===== config.mk =====
export PLATFORM = sky130hd
export DESIGN_NAME = tatwl_ctrl
export DESIGN_NICKNAME = d
export VERILOG_FILES = /design/src/rtl/core/tatwl_pkg.sv /design/src/rtl/core/tatwl_ctrl.sv
export SDC_FILE = /design/constraint.sdc
export NUM_CORES = 1
export LEC_CHECK = 0
export BUFFER_PORTS_ARGS = -buffer_cell sky130_fd_sc_hd__buf_2
export CORE_AREA = 2 2 39 41
export DETAILED_ROUTE_END_ITERATION = 10
export DIE_AREA = 0 0 41 43
export SETUP_SLACK_MARGIN = 0.2
export SLEW_MARGIN = 10
export SYNTH_ARGS = -nofsm -noshare
export SYNTH_HDL_FRONTEND = slang
export SYNTH_SLANG_ARGS = --single-unit

===== constraint.sdc =====
create_clock -name i_clk -period 1.7 [get_ports i_clk]
set_input_delay 0.085 -clock i_clk [delete_from_list [all_inputs] [get_ports i_clk]]
set_output_delay 0.085 -clock i_clk [all_outputs]
set_load 0.02 [all_outputs]

===== src/rtl/core/tatwl_pkg.sv =====
package tatwl_pkg;

    // Field widths of the transactions and of the trie tables
    localparam int SYM_W     = 8;
    localparam int IDX_W     = 12;
    localparam int BASE_W    = 13;
    localparam int CHK_W     = 13;
    localparam int NEXT_W    = 12;
    localparam int STATE_W   = 12;
    localparam int MAX_DEPTH = 4096;

    // Action codes of an input transaction (code 3 is ignored)
    localparam logic [1:0] ACT_WRITE  = 2'd0;
    localparam logic [1:0] ACT_SYMBOL = 2'd1;
    localparam logic [1:0] ACT_END    = 2'd2;

    // Check value of a slot that belongs to no parent
    localparam logic [CHK_W-1:0] CHECK_UNSET = '1;

    // One trie table entry
    typedef struct packed {
        logic [BASE_W-1:0] base;
        logic              term;
        logic [CHK_W-1:0]  check;
        logic [NEXT_W-1:0] next;
    } t_entry;

    // Controller states
    typedef enum logic [2:0] {
        S_CLEAR,
        S_IDLE,
        S_BASE,
        S_CHECK,
        S_END
    } t_state;

    // Controller to datapath commands
    typedef struct packed {
        logic clr_en;     // write the reset value at the clear counter
        logic ent_wr;     // write the entry of the current transaction
        logic rd_state;   // read the table at the current state
        logic sym_load;   // capture the symbol of the current transaction
        logic base_eval;  // form the slot from base and symbol, read it if valid
        logic chk_eval;   // compare check with state, advance or mark failed
        logic out_load;   // load the result register and restart the walk
    } t_cmd;

    // Datapath to controller status
    typedef struct packed {
        logic clr_last;   // clear counter is at the last entry
        logic failed;     // walk has already missed
        logic slot_ok;    // state, symbol and slot are all in range
        logic out_free;   // result register can take a result this cycle
    } t_status;

endpackage


===== src/rtl/core/tatwl_ctrl.sv =====
module tatwl_ctrl (
    input  logic               i_clk,
    input  logic               i_rst_n,
    input  logic               i_in_valid,
    input  logic [1:0]         i_action,
    input  tatwl_pkg::t_status i_status,
    output logic               o_in_ready,
    output tatwl_pkg::t_cmd    o_cmd
);

    tatwl_pkg::t_state r_fsm;
    tatwl_pkg::t_state n_fsm;

    // State register; reset starts the table clearing pass
    always_ff @(posedge i_clk) begin
        if (!i_rst_n) begin
            r_fsm <= tatwl_pkg::S_CLEAR;
        end else begin
            r_fsm <= n_fsm;
        end
    end

    // Next state and commands
    always_comb begin
        n_fsm      = r_fsm;
        o_cmd      = '0;
        o_in_ready = 1'b0;
        unique case (r_fsm)
            tatwl_pkg::S_CLEAR: begin
                o_cmd.clr_en = 1'b1;
                if (i_status.clr_last) begin
                    n_fsm = tatwl_pkg::S_IDLE;
                end
            end
            tatwl_pkg::S_IDLE: begin
                o_in_ready = 1'b1;
                if (i_in_valid) begin
                    unique case (i_action)
                        tatwl_pkg::ACT_WRITE: begin
                            o_cmd.ent_wr = 1'b1;
                        end
                        tatwl_pkg::ACT_SYMBOL: begin
                            // a failed walk ignores symbols until the end
                            if (!i_status.failed) begin
                                o_cmd.rd_state = 1'b1;
                                o_cmd.sym_load = 1'b1;
                                n_fsm          = tatwl_pkg::S_BASE;
                            end
                        end
                        tatwl_pkg::ACT_END: begin
                            o_cmd.rd_state = 1'b1;
                            n_fsm          = tatwl_pkg::S_END;
                        end
                        default: begin
                        end
                    endcase
                end
            end
            tatwl_pkg::S_BASE: begin
                o_cmd.base_eval = 1'b1;
                n_fsm = i_status.slot_ok ? tatwl_pkg::S_CHECK : tatwl_pkg::S_IDLE;
            end
            tatwl_pkg::S_CHECK: begin
                o_cmd.chk_eval = 1'b1;
                n_fsm          = tatwl_pkg::S_IDLE;
            end
            tatwl_pkg::S_END: begin
                if (i_status.out_free) begin
                    o_cmd.out_load = 1'b1;
                    n_fsm          = tatwl_pkg::S_IDLE;
                end
            end
            default: begin
                n_fsm = tatwl_pkg::S_IDLE;
            end
        endcase
    end

endmodule


After elaboration in Yosys (flattened, before gate mapping)
Cells that the tools add are included.
{ "op_classes": {"n_addsub": 0, "multipliers": 0, "div": 0, "n_lt_le_gt_ge": 0, "eq_ne": 11, "shifts": 0, "muxes": 19, "n_bitwise": 0, "reduce_logical": 3} }
{ "op_table": {"columns": ["cell", "n"], "rows": [
  ["$mux 3", 6],
  ["$pmux 3 s4", 1],
  ["$mux 1", 8],
  ["$eq 3x2->1 const B", 2],
  ["$ne 2x2->1 const B", 3],
  ["$pmux 3 s2", 1],
  ["$reduce_and 5->1", 1],
  ["$mux 2", 2],
  ["$eq 3x1->1 const B", 1],
  ["$eq 3x3->1 const B", 1],
  ["$logic_not 3->1", 1],
  ["$ne 3x1->1 const B", 1],
  ["$ne 3x3->1 const B", 1],
  ["$eq 2x1->1 const B", 1],
  ["$eq 2x2->1 const B", 1],
  ["$logic_not 2->1", 1],
  ["$pmux 1 s2", 1]
]} }
{ "totals": {"reg_bits": 3, "latch_bits": 0, "ramBits": 0, "rom_bits": 0, "output_inout_bits": 8, "elab_cells": 34, "n_memories": 0} }

Depth between registers and ports, before layout
{ "depth": {"word_depth": 4, "depth_mapped": 5} }

Least setup slack after synthesis
No wires, ideal clock.
{ "synth_timing": {"path_kind": "flip-flop to output port", "from": "register r_fsm[2]", "to": "output port o_cmd[4] (netlist bit)", "t_arrival_ps": 1222, "required_time_ps": 1615, "slack_ps": 393, "path_stages_with_launch": 4, "path_buffers": 1, "path_cell_list": "dfxtp_1 > clkbuf_2 > nor3b_4 > o2111a_1"} }
{ "synth_rtl": {"columns": ["element", "line", "text"], "rows": [
  ["from (decl)", "tatwl_ctrl.sv:11", "tatwl_pkg::t_state r_fsm;"],
  ["from (signal assigned)", "tatwl_ctrl.sv:17", "r_fsm <= tatwl_pkg::S_CLEAR;"],
  ["from (signal assigned)", "tatwl_ctrl.sv:19", "r_fsm <= n_fsm;"],
  ["to (decl)", "tatwl_ctrl.sv:8", "output tatwl_pkg::t_cmd o_cmd"]
]} }

==> metrics.cfg <==
[finish]
largest_reg_flops = 3
reg_top3 = r_fsm x3
largest-register = r_fsm
layout.nets = 66
fillers = 155
stdcell_area_sq_um = 424
drive_gt1_frac = 0.528
diodes = 0
regArea_sq_um = 63.8
layout.cells.non_filler = 69
areaGrowthSynthToFinish_pct = 45.5
multi_input_area_sq_um = 215

[synth]
syn_nets = 45
ys_top_cells_by_count = dfxtp_1, ha_1, inv_1, nor2_1
syn_area_sq_um = 292
syn_inst = 33
synth-seq-cells = 3
yosys-top-cells-area = dfxtp_1, ha_1, nor3b_4
yosysTopAreaCellShare = 0.206
ys_seq_area_frac = 0.206
async_flop_share = 0
ys.flop_type = dfxtp_1
synth_edf_count = 0
yosysTopAreaCell = dfxtp_1
avgSynthCellArea_sq_um = 8.83
synth.distinct_cells = 22
synth.yosys.warnings = 0

[setup_path]
critPathArrivalTime_ps = 1330
cp_cell_sequence = nor3b_4, and3_2, buf_2
max_stage_delay_ps = 380
startpoint_type = register
reg2reg_depth = 3
cp-end-kind = primary output
r2r-start = r_fsm[0]
r2r_end = r_fsm[0]
worst_path_max_delay_cell = dfxtp_2
cp.required_ps = 1620
crit_path_max_fanout = 8
rrSetupSlack_ps = 550
crit_type = reg -> out

[routing]
firstDrtPassIters = 1
drc_errors = 0
via_count = 301
wl_per_cell_um = 10.0
finalWirelength_um = 693
drtIter0Drc = 0
detail-route-antenna-nets = 0
viasPerCell = 4.36

[sta]
timing.fmax_mhz = 707
fin_crit_ps = 1420
setup_tns_ps = 0
setup_viol = 0
worst_slew_margin_rel = 0.781
slew_violations = 0
worst_clock_skew_ps = 0.188
timing_hold_violations_final = 0
rsz0062_at_grt = false
worst-slew-pin-transition_ps = 324
min_period_over_period = 0.832
finalWorstSetupSlack_ps = 285

[global_routing]
grt_use_met1 = 0.119
grt_pass1_vias = 307
grt_max_degree = 9
busiest_layer = met2
grt_pass1_wl_um = 1190
grtUsageMet3 = 0.00524
track_usage = 0.101
antenna_found_initial = 0
gr-usage-met2 = 0.150
grt_overflow_total = 0

[placement]
place_ws_ps = 439
gp_congestion = 0.700
placed_area_sq_um = 387
dp_hpwl_um = 542
portBuffers = 16
place_inst = 64

[power_and_ir_drop]
peakVddDrop_v = 0.000171
leakagePower_uw = 0.000226
power.density_mw_per_mm2 = 678

[job]
max_cap_viol_count = 0

[floorplan]
num_rows = 14
die_h_um = 43
die_area_sq_mm = 0.00176
coreArea_sq_mm = 0.00138
start_util = 0.211
ios = 17
die_w_um = 41

[worst_hold_path]
hold_end = r_fsm[0]
min_path_type = in -> reg
holdCritStartpoint = i_rst_n
holdPathStages = 2

[cts]
clock_sinks = 3
cts_made_buffers = 3
cts_htree_levels = 1
cts_max_path_buffers = 2
path_clk_slew_ps = 40
clk_latency_ps = 230
cts_tree = yes
cts-root-buf = clkbuf_4

[status]
status = complete, no violations

## routing by layer
metal | share of wire | up-vias | wire [um]
li1 | - | 162 | -
met3 | 0.066 | 0 | 46
met5 | 0 | - | 0
met1 | 0.44 | 127 | 303
met2 | 0.49 | 12 | 343
met4 | 0 | 0 | 0
## cell usage in the layout, fill, tap and decap left out
cell	n
buf_2	16
inv_1	3
nor2_1	3
ha_1	3
clkbuf_4	3
dfxtp_2	3
and3_2	2
and3_1	2
nand2_1	2
nor3b_4	1
nor2b_1	1
o2111a_1	1
nor3b_1	1
and3b_2	1
nor3_1	1
o211ai_1	1
and3b_1	1
a21oi_1	1
a2111oi_2	1
o2111ai_1	1
mux2i_1	1
nor4b_1	1
a41oi_1	1
clkbuf_1	1
buf_4	1
## layout make-up
| type | count | share of cell area |
|---|---|---|
| clock buffers | 4 | 0.0619 |
| multi-input cells | 26 | 0.507 |
| inverters | 3 | 0.0265 |
| flip-flops and latches | 3 | 0.150 |
| repair buffers | 17 | 0.206 |
| well taps | 16 | 0.0472 |
## worst max-delay path: cells and delay by family (launching register included)
| kind | cells | cell delay, ps |
|---|---|---|
| flip-flops | 1 | 380 |
| buffers and inverters | 1 | 150 |
| AND/OR/NAND/NOR | 2 | 560 |
## through the flow
stage	total power, uW	utilization	hold slack [ps]
floorplan	132	-	231
global placement	159	0.279	335
detailed placement	159	0.279	338
CTS	291	0.299	85.2
global route	320	0.307	101
finish	287	0.307	98.9
## what timing repair did
item | CTS | global route
hold buffers | 0 | 0
gates resized for setup | 1 | 2
setup endpoints to repair | 2 | 3
hold endpoints to repair | 0 | 0
buffers inserted | 0 | 1
pin swaps | 0 | 1
## logic make-up after synthesis
kind of cell    count (synthesis)  synth area share
buf+inv                         4            0.0558
simple gates                   16             0.382
mux                             1            0.0343
flops                           3             0.206
fa+ha+maj                       3             0.129
compound gates                  6             0.193
## where the power goes
group | leakage [uW] | internal [uW] | switching, uW | total, uW
Combinational | 0.000185 | 36.2 | 40.9 | 77.0
Sequential | 0.0000257 | 76.3 | 9.31 | 85.6
Clock | 0.0000150 | 88.0 | 36.8 | 125
Total | 0.000226 | 200 | 87.0 | 287
## worst max-delay path by stage
stage	from	endpoint	slack, ps	depth (start not counted)
finish	r_fsm[0]	o_cmd[3]	280	3
global route	r_fsm[0]	o_cmd[3]	190	3
CTS	r_fsm[2]	o_cmd[3]	230	3
detailed placement	r_fsm[0]	o_cmd[3]	440	3
global placement	r_fsm[0]	o_cmd[3]	480	3
floorplan	r_fsm[2]	o_cmd[4]	390	3
Power figures use the tool's default switching activity.
